`src/rtl/core/speed_adaptive_steering_smoother_defines.svh`:
```
// Assertion macros for the steering smoother core.
// Included by the top level; no other dependencies.
`ifndef SPEED_ADAPTIVE_STEERING_SMOOTHER_DEFINES_SVH
`define SPEED_ADAPTIVE_STEERING_SMOOTHER_DEFINES_SVH

`ifndef SYNTHESIS
`define SASS_ASSERT_SAME(label, clk, rst_n, ante, cons, msg) \
    label: assert property (@(posedge clk) disable iff (!rst_n) (ante) |-> (cons)) \
        else $error(msg);
`define SASS_ASSERT_NEXT(label, clk, rst_n, ante, cons, msg) \
    label: assert property (@(posedge clk) disable iff (!rst_n) (ante) |=> (cons)) \
        else $error(msg);
`else
`define SASS_ASSERT_SAME(label, clk, rst_n, ante, cons, msg)
`define SASS_ASSERT_NEXT(label, clk, rst_n, ante, cons, msg)
`endif

`endif

```
`src/rtl/core/sass_pkg.sv`:
```
// Shared types and constants of the steering smoother.
// No dependencies.
package sass_pkg;

    localparam int ANGLE_W    = 15;
    localparam int SPEED_W    = 15;
    localparam int OUT_W      = 16;
    localparam int WEIGHT_W   = 16;
    localparam int RUN_W      = 32;
    localparam int OPA_W      = 18;
    localparam int PROD_W     = OPA_W + RUN_W;
    localparam int QUO_W      = 15;
    localparam int QCNT_W     = $clog2(QUO_W);
    localparam int GAIN_W     = 17;
    localparam int GAIN_BASE  = 52429;
    localparam int RES_MAX    = 19661;
    localparam logic [WEIGHT_W-1:0] WEIGHT_RST = 16'd49152;

    typedef enum logic [5:0] {
        ST_IDLE = 6'b000001,
        ST_FOLD = 6'b000010,
        ST_CHK  = 6'b000100,
        ST_DIV  = 6'b001000,
        ST_GAIN = 6'b010000,
        ST_DONE = 6'b100000
    } t_state;

endpackage

```
`src/rtl/core/sass_if.sv`:
```
// Handshake channels of the steering smoother: input, result and weight write.
// Depends on sass_pkg.
interface sass_in_if import sass_pkg::*; ();
    logic                      valid;
    logic                      ready;
    logic signed [ANGLE_W-1:0] raw_angle;
    logic signed [SPEED_W-1:0] speed;
    modport source (output valid, output raw_angle, output speed, input ready);
    modport sink   (input valid, input raw_angle, input speed, output ready);
endinterface

interface sass_out_if import sass_pkg::*; ();
    logic                    valid;
    logic                    ready;
    logic signed [OUT_W-1:0] smoothed_angle;
    modport source (output valid, output smoothed_angle, input ready);
    modport sink   (input valid, input smoothed_angle, output ready);
endinterface

interface sass_cfg_if import sass_pkg::*; ();
    logic                valid;
    logic                ready;
    logic [WEIGHT_W-1:0] data;
    modport source (output valid, output data, input ready);
    modport sink   (input valid, input data, output ready);
endinterface

```
`src/rtl/core/speed_adaptive_steering_smoother.sv`:
```
// Speed-adaptive steering smoother: EMA over recent angles with a speed gain.
// Depends on sass_pkg, sass_if and the defines header.
//
//   channel  dir  payload                  transaction when
//   i_in     in   raw_angle, speed         valid & ready
//   o_out    out  smoothed_angle           valid & ready
//   i_cfg    in   data (smoothing weight)  valid & ready (ready always high)
//
// The first item after reset is passed through from ST_IDLE via ST_DONE to the output register.
// Later items are folded over the angle history in ST_FOLD and checked in ST_CHK; with gain
// they also take a 15-bit quotient from the divider in ST_DIV and one gain multiply in ST_GAIN.
// The one 18x32 multiplier does every fold step and the gain. Reset is synchronous.
// A new item is taken while a result waits in the output register.
`include "speed_adaptive_steering_smoother_defines.svh"

module speed_adaptive_steering_smoother
    import sass_pkg::*;
#(
    parameter int ANGLE_TAPS = 5,
    parameter int SPEED_TAPS = 3
) (
    input  logic  i_clk,
    input  logic  i_rst_n,
    sass_in_if.sink    i_in,
    sass_out_if.source o_out,
    sass_cfg_if.sink   i_cfg
);

    localparam int AHD   = ANGLE_TAPS - 1;
    localparam int SHD   = SPEED_TAPS - 1;
    localparam int LOOPS = (AHD > SHD) ? AHD : SHD;
    localparam int CW    = (LOOPS > 1) ? $clog2(LOOPS) : 1;
    localparam int AIW   = (AHD > 1) ? $clog2(AHD) : 1;
    localparam int SUMW  = SPEED_W + 1 + $clog2(SPEED_TAPS);
    localparam int THR   = 1280 * SPEED_TAPS;
    localparam int CAP   = 3072 * SPEED_TAPS;
    localparam int NUM   = 512 * SPEED_TAPS * 65536;
    localparam int CPW   = $clog2(CAP + 1);
    localparam int DVW   = $clog2(NUM) + 2;

    t_state                     r_state;
    logic                       r_started;
    logic [WEIGHT_W-1:0]        r_weight;
    logic signed [ANGLE_W-1:0]  r_ang_hist [AHD];
    logic signed [ANGLE_W-1:0]  r_raw;
    logic signed [SPEED_W-1:0]  r_spd;
    logic signed [RUN_W-1:0]    r_run;
    logic signed [SUMW-1:0]     r_sum;
    logic [CW-1:0]              r_cnt;
    logic [DVW-1:0]             r_rem;
    logic [DVW-1:0]             r_dvs;
    logic [QUO_W-1:0]           r_q;
    logic [QCNT_W-1:0]          r_qcnt;
    logic [GAIN_W-1:0]          r_gain;
    logic signed [OUT_W-1:0]    r_res;
    logic                       r_out_valid;
    logic signed [OUT_W-1:0]    r_out_data;

    logic signed [ANGLE_W-1:0]  w_hist;
    logic signed [SPEED_W-1:0]  w_stap;
    logic signed [RUN_W-1:0]    w_hs;
    logic signed [RUN_W-1:0]    w_diff;
    logic signed [OPA_W-1:0]    w_opa;
    logic signed [RUN_W-1:0]    w_opb;
    logic signed [PROD_W-1:0]   w_prod;
    logic signed [PROD_W-1:0]   w_rnd;
    logic signed [PROD_W-1:0]   w_psum;
    logic signed [RUN_W-1:0]    w_fold;
    logic signed [RUN_W-1:0]    w_nog;
    logic                       w_fold_en;
    logic                       w_gain_on;
    logic [CPW-1:0]             w_capped;
    logic                       w_ge;
    logic [QUO_W-1:0]           w_qn;
    logic                       w_in_acc;

    assign w_in_acc    = i_in.valid && i_in.ready;
    assign i_in.ready  = (r_state == ST_IDLE);
    assign i_cfg.ready = 1'b1;
    assign o_out.valid = r_out_valid;
    assign o_out.smoothed_angle = r_out_data;

    // shared multiplier: fold step a*(run - h) or final gain*run
    assign w_hist    = r_ang_hist[r_cnt[AIW-1:0]];
    assign w_fold_en = (int'(r_cnt) < AHD);
    assign w_hs      = {{(RUN_W - ANGLE_W - 16){w_hist[ANGLE_W-1]}}, w_hist, 16'd0};
    assign w_diff    = r_run - w_hs;

    always_comb begin
        if (r_state == ST_GAIN) begin
            w_opa = $signed({1'b0, r_gain});
            w_opb = r_run;
            w_rnd = PROD_W'(64'sd1 <<< 31);
        end else begin
            w_opa = $signed({2'b00, r_weight});
            w_opb = w_diff;
            w_rnd = PROD_W'(64'sd32768);
        end
    end

    assign w_prod = w_opa * w_opb;
    assign w_psum = w_prod + w_rnd;
    assign w_fold = w_hs + $signed(w_psum[47:16]);
    assign w_nog  = r_run + 32'sd32768;

    assign w_gain_on = (r_sum > $signed(SUMW'(THR)));
    assign w_capped  = (r_sum > $signed(SUMW'(CAP))) ? CPW'(CAP) : r_sum[CPW-1:0];
    assign w_ge      = (r_rem >= r_dvs);
    assign w_qn      = {r_q[QUO_W-2:0], w_ge};

    generate
        if (SPEED_TAPS > 1) begin : g_spd
            localparam int SIW = (SHD > 1) ? $clog2(SHD) : 1;
            logic signed [SPEED_W-1:0] r_spd_hist [SHD];

            assign w_stap = (int'(r_cnt) < SHD) ? r_spd_hist[r_cnt[SIW-1:0]] : '0;

            always_ff @(posedge i_clk) begin
                if (!i_rst_n) begin
                    for (int i = 0; i < SHD; i++) r_spd_hist[i] <= '0;
                end else if (r_state == ST_CHK) begin
                    for (int i = 0; i < SHD - 1; i++) r_spd_hist[i] <= r_spd_hist[i+1];
                    r_spd_hist[SHD-1] <= r_spd;
                end
            end
        end else begin : g_nospd
            assign w_stap = '0;
        end
    endgenerate

    always_ff @(posedge i_clk) begin
        if (!i_rst_n) begin
            r_weight <= WEIGHT_RST;
        end else if (i_cfg.valid) begin
            r_weight <= i_cfg.data;
        end
    end

    always_ff @(posedge i_clk) begin
        if (!i_rst_n) begin
            r_state     <= ST_IDLE;
            r_started   <= 1'b0;
            r_out_valid <= 1'b0;
            for (int i = 0; i < AHD; i++) r_ang_hist[i] <= '0;
        end else begin
            if ((r_state == ST_DONE) && (!r_out_valid || o_out.ready)) begin
                r_out_valid <= 1'b1;
            end else if (o_out.ready) begin
                r_out_valid <= 1'b0;
            end
            unique case (r_state)
                ST_IDLE: begin
                    if (w_in_acc) begin
                        r_raw <= i_in.raw_angle;
                        r_spd <= i_in.speed;
                        if (!r_started) begin
                            r_started <= 1'b1;
                            r_res     <= OUT_W'(i_in.raw_angle);
                            r_state   <= ST_DONE;
                        end else begin
                            r_run   <= {{(RUN_W - ANGLE_W - 16){i_in.raw_angle[ANGLE_W-1]}},
                                        i_in.raw_angle, 16'd0};
                            r_sum   <= SUMW'(i_in.speed);
                            r_cnt   <= CW'(LOOPS - 1);
                            r_state <= ST_FOLD;
                        end
                    end
                end
                ST_FOLD: begin
                    if (w_fold_en) r_run <= w_fold;
                    r_sum <= r_sum + SUMW'(w_stap);
                    r_cnt <= r_cnt - 1'b1;
                    if (r_cnt == '0) r_state <= ST_CHK;
                end
                ST_CHK: begin
                    for (int i = 0; i < AHD - 1; i++) r_ang_hist[i] <= r_ang_hist[i+1];
                    r_ang_hist[AHD-1] <= r_raw;
                    if (w_gain_on) begin
                        r_rem   <= DVW'(NUM) + DVW'(w_capped >> 1);
                        r_dvs   <= DVW'(w_capped) << (QUO_W - 1);
                        r_q     <= '0;
                        r_qcnt  <= QCNT_W'(QUO_W - 1);
                        r_state <= ST_DIV;
                    end else begin
                        r_res   <= w_nog[31:16];
                        r_state <= ST_DONE;
                    end
                end
                ST_DIV: begin
                    if (w_ge) r_rem <= r_rem - r_dvs;
                    r_dvs  <= r_dvs >> 1;
                    r_q    <= w_qn;
                    r_qcnt <= r_qcnt - 1'b1;
                    if (r_qcnt == '0) begin
                        r_gain  <= GAIN_W'(GAIN_BASE) + GAIN_W'(w_qn);
                        r_state <= ST_GAIN;
                    end
                end
                ST_GAIN: begin
                    r_res   <= w_psum[47:32];
                    r_state <= ST_DONE;
                end
                ST_DONE: begin
                    if (!r_out_valid || o_out.ready) begin
                        r_out_data  <= r_res;
                        r_state     <= ST_IDLE;
                    end
                end
                default: r_state <= ST_IDLE;
            endcase
        end
    end

    `SASS_ASSERT_NEXT(a_started_goes_fold, i_clk, i_rst_n, w_in_acc && r_started,
        r_state == ST_FOLD, "started transaction did not enter fold")
    `SASS_ASSERT_SAME(a_div_rem_bound, i_clk, i_rst_n, r_state == ST_DIV,
        {1'b0, r_rem} < {r_dvs, 1'b0}, "divider remainder out of range")
    `SASS_ASSERT_SAME(a_result_range, i_clk, i_rst_n, r_state == ST_DONE,
        (r_res <= $signed(OUT_W'(RES_MAX))) && (r_res >= -$signed(OUT_W'(RES_MAX))),
        "result exceeds gain range")

endmodule

```
`src/flat_wrapper.sv`:
```
// flat-port wrapper written by rule: the top's interface ports become plain ports
module speed_adaptive_steering_smoother_flat import sass_pkg::*;
#(
    parameter int ANGLE_TAPS = 5,
    parameter int SPEED_TAPS = 3
)
  (i_clk, i_rst_n, i_in_valid, i_in_raw_angle, i_in_speed, i_in_ready, o_out_valid, o_out_smoothed_angle, o_out_ready, i_cfg_valid, i_cfg_data, i_cfg_ready);
  sass_in_if i_in_i ();
  sass_out_if o_out_i ();
  sass_cfg_if i_cfg_i ();
  input  logic i_clk;
  input  logic i_rst_n;
  input wire logic [$bits(i_in_i.valid)-1:0] i_in_valid;
  input wire logic [$bits(i_in_i.raw_angle)-1:0] i_in_raw_angle;
  input wire logic [$bits(i_in_i.speed)-1:0] i_in_speed;
  output wire logic [$bits(i_in_i.ready)-1:0] i_in_ready;
  output wire logic [$bits(o_out_i.valid)-1:0] o_out_valid;
  output wire logic [$bits(o_out_i.smoothed_angle)-1:0] o_out_smoothed_angle;
  input wire logic [$bits(o_out_i.ready)-1:0] o_out_ready;
  input wire logic [$bits(i_cfg_i.valid)-1:0] i_cfg_valid;
  input wire logic [$bits(i_cfg_i.data)-1:0] i_cfg_data;
  output wire logic [$bits(i_cfg_i.ready)-1:0] i_cfg_ready;
  assign i_in_i.valid = i_in_valid;
  assign i_in_i.raw_angle = i_in_raw_angle;
  assign i_in_i.speed = i_in_speed;
  assign i_in_ready = i_in_i.ready;
  assign o_out_valid = o_out_i.valid;
  assign o_out_smoothed_angle = o_out_i.smoothed_angle;
  assign o_out_i.ready = o_out_ready;
  assign i_cfg_i.valid = i_cfg_valid;
  assign i_cfg_i.data = i_cfg_data;
  assign i_cfg_ready = i_cfg_i.ready;
  speed_adaptive_steering_smoother #(.ANGLE_TAPS(ANGLE_TAPS), .SPEED_TAPS(SPEED_TAPS)) u_core (.i_clk(i_clk), .i_rst_n(i_rst_n), .i_in(i_in_i), .o_out(o_out_i), .i_cfg(i_cfg_i));
endmodule
```
`config.mk`:
```
export PLATFORM = sky130hd
export DESIGN_NAME = speed_adaptive_steering_smoother_flat
export DESIGN_NICKNAME = d
export VERILOG_FILES = /design/src/rtl/core/sass_pkg.sv /design/src/rtl/core/sass_if.sv /design/src/rtl/core/speed_adaptive_steering_smoother.sv /design/src/flat_wrapper.sv
export VERILOG_INCLUDE_DIRS = /design/src /design/src/rtl/core
export SDC_FILE = /design/constraint.sdc
export NUM_CORES = 2
export LEC_CHECK = 0
export ABC_AREA = 0
export BUFFER_PORTS_ARGS = -buffer_cell sky130_fd_sc_hd__buf_2
export CAP_MARGIN = 30
export CORE_MARGIN = 2
export CORE_UTILIZATION = 65
export DETAILED_ROUTE_END_ITERATION = 10
export GPL_TIMING_DRIVEN = 0
export PLACE_DENSITY = 0.82
export SLEW_MARGIN = 5
export SYNTH_ARGS = -nofsm -noshare
export SYNTH_HDL_FRONTEND = slang
export SYNTH_SLANG_ARGS = --single-unit
```
`constraint.sdc`:
```
create_clock -name i_clk -period 21.5 [get_ports i_clk]
set_input_delay 4.3 -clock i_clk [delete_from_list [all_inputs] [get_ports i_clk]]
set_output_delay 4.3 -clock i_clk [all_outputs]
set_load 0.05 [all_outputs]
```
==> impl_metrics.csv <==
group,metric,value,unit
synthesis,synth.avg_cell_area,9.89,um2
layout,final_cell_mix,"inv_1 (667), fa_1 (513), nand2_1 (471)",
route,via_per_inst,5.99,
sta,fmax,69.2,MHz
placed_design,dp_hpwl,76.2,mm
route,wl_per_cell,21.3,um
synthesis,synth_top_cell_area_share,29.0,%
setup_path,worstSetupStartpointType,"flip-flop",
layout,drive_gt1_share,5.25,%
synthesis,ys_seq_area_share,26.6,%
clock_network,cts.sinks,322,
route,top_layer,"met5",
clock_network,cts_buffers,30,
setup_path,path_common_cell,"fa_1",
sta,finalHoldViolCount,0,
sta,drv_slew,0,
synthesis,synth_top_cells_by_area,"fa_1 (29%), edfxtp_1 (25%), ha_1 (7.9%), inv_1 (7.1%), nand2_1 (5.0%)",
placed_design,io_buffers,66,
layout,num-nets-final,4477,
setup_path,crit_path_max_fanout,10,
layout,finish.utilization,70.5,%
flow_run,cap_violations,0,
synthesis,synth-edff-count,296,
global_route,grt_pass1_wl,150,mm
clock_network,cts_buffer_depth,3,
global_route,antenna_found_initial,3,
route,first_iter_violations,2605,
sta,fin_hold_ws,0.417,ns
route,wl,94.3,mm
setup_path,worstSetupEndpointType,"flip-flop",
worst_hold_path,worstHoldPathType,"flip-flop to flip-flop",
synthesis,yosys_warnings,0,
clock_network,cts_hold_buf,0,
setup_path,crit_family,"compound AO/OA/AOI/OAI gates",
setup_path,reg2reg_depth,46,
global_route,grt_max_degree,49,
layout,nFillCells,3963,
synthesis,synthArstFlopShare,0,%
sta,finalCriticalPeriod,14.45,ns
synthesis,synthFlopType,"edfxtp_1",
floorplan,num_io_pins,70,
sta,relSlewSlack,28.4,%
route,wl_met2,42.4,mm
clock_network,post_cts_buffers,0,
clock_network,clkSlewWorstSetupHoldPaths,0.07,ns
sta,fin_setup_tns,0,ns
floorplan,dieArea,0.0563,mm2
setup_path,cp.depth,46,
synthesis,synth-seq-cells,322,
setup_path,path_class,"flip-flop to flip-flop",
route,firstDrtPassIters,8,
setup_path,crit_buf_inv,7,
route,antenna_left,0,
placed_design,gp_congestion,1.02,
synthesis,yosys.area.top_type,"fa_1",
setup_path,cp_slowest_stage_delay,0.68,ns
layout,layout_commonest_cell,"inv_1",
setup_path,cp.required,21.93,ns
floorplan,die_x,237,um
synthesis,syn_inst,3576,
global_route,globalRouteOverflowTotal,0,
route,remaining_drc_errors,0,
worst_hold_path,holdPathStages,0,
floorplan,core_area,0.0538,mm2
setup_path,worstPathArrival,14.88,ns
global_route,grt_pass1_vias,27600,
sta,finalSetupViolations,0,
route,wl_met3,11.5,mm
floorplan,rows,85,
synthesis,synth_cell_type_count,81,
route,vias,26500,
layout,syn_to_final_growth,7.23,%
synthesis,netlist_area,0.0354,mm2
outcome,status,"finished, final reports clean",
floorplan,initial_core_util,65.7,%
sta,min_period_over_period,67.2,%
clock_network,cts_resized,0,
global_route,grt_usage,34.6,%
clock_network,clkLatencyLatePin,0.60,ns
sta,grt_setup_unrepaired,"no",
setup_path,cp_slowest_cell,"clkbuf_1",
clock_network,htree_levels,1,
clock_network,root_buffer,"clkbuf_16",
synthesis,synth_nets,4362,
route,wl_met1,35.7,mm
floorplan,fp.dieH,237,um
clock_network,cts_tree,"done",
sta,worst_pin_slew,1.04,ns
sta,skew,0.0319,ns
synthesized netlist by cell type, types with 11 or more instances:
cell and instances:
inv_1 667, ha_1 222, nor2_1 235, buf_1 13, xnor2_1 76, mux4_2 15
a211oi_1 16, o21ai_0 89, nand2_1 472, nor2b_1 32, mux2i_1 47, a31oi_1 20
clkbuf_1 118, a221o_1 14, o21a_1 14, dfxtp_1 26, xor2_1 48, nor3_1 36
a21o_1 49, and2_1 202, o31ai_1 11, fa_1 513, nand2b_1 21, and3_1 60
nand3_1 26, a21oi_1 77, nand4_1 13, edfxtp_1 296
final cells by class:
type	instances	area (um2)	area share, %
inverters	667	2500	6.60
multi-input cells	2450	23000	60.6
well taps	696	871	2.30
clock inverters	15	236	0.624
flip-flops and latches	322	9410	24.8
clock buffers	41	842	2.22
plain buffers	137	531	1.40
repair buffers	83	538	1.42
diodes	5	12.5	0.0330
cell families after synthesis:
group | Yosys count | share of synthesized area [%]
flip-flops | 322 | 26.6
AND/OR/NAND/NOR | 1146 | 15.2
AO/OA/AOI/OAI | 380 | 7.24
adder cells (fa/ha/maj) | 735 | 36.9
XOR/XNOR | 125 | 3.14
other | 1 | 0.0106
buffers and inverters | 804 | 8.58
multiplexers | 63 | 2.32
registers in the layout (all words and copies together) (netlist names), named ones only:
name                         cells
u_core.r_qcnt                    4
u_core.o_out.valid               1
u_core.r_ang_hist               60
u_core.r_rem                    29
u_core.r_q                      14
u_core.r_dvs                    28
u_core.r_started                 1
u_core.r_cnt                     2
u_core.r_state                   6
u_core.g_spd.r_spd_hist         30
u_core.r_sum                    18
u_core.r_gain                   17
u_core.r_spd                    15
u_core.r_raw                    15
u_core.r_weight                 16
u_core.r_res                    16
u_core.r_run                    32
u_core.o_out.smoothed_angle     16
per-stage QoR:
stage / area, um2 / setup slack, ns / std cells
floorplan: 35400 / 9.60 / 3576
global placement: 36600 / 7.32 / 4338
detailed placement: 36800 / 7.27 / 4353
CTS: 37900 / 7.17 / 4409
global route: 37900 / 6.23 / 4412
finish: 37900 / 7.05 / 4416
final timing paths:
check	startpoint	slack (ns)	end
min reg2reg	u_core.r_res[8]	0.42	u_core.o_out.smoothed_angle[8]
max	flip-flop	7.05	u_core.r_run[31]
max reg2reg	flip-flop	7.05	u_core.r_run[31]
min	u_core.r_res[8]	0.42	u_core.o_out.smoothed_angle[8]
metal layers:
metal | track usage (%) | vias to the layer above
met2 | 54.4 | 1496
met3 | 9.41 | 278
met1 | 46.0 | 13100
met4 | 14.2 | 2
li1 | - | 11600
met5 | 0 | -
Power is left out: the tool's default activity adds up to more than one toggle a clock period on the data nets, which glitch-free logic cannot reach.
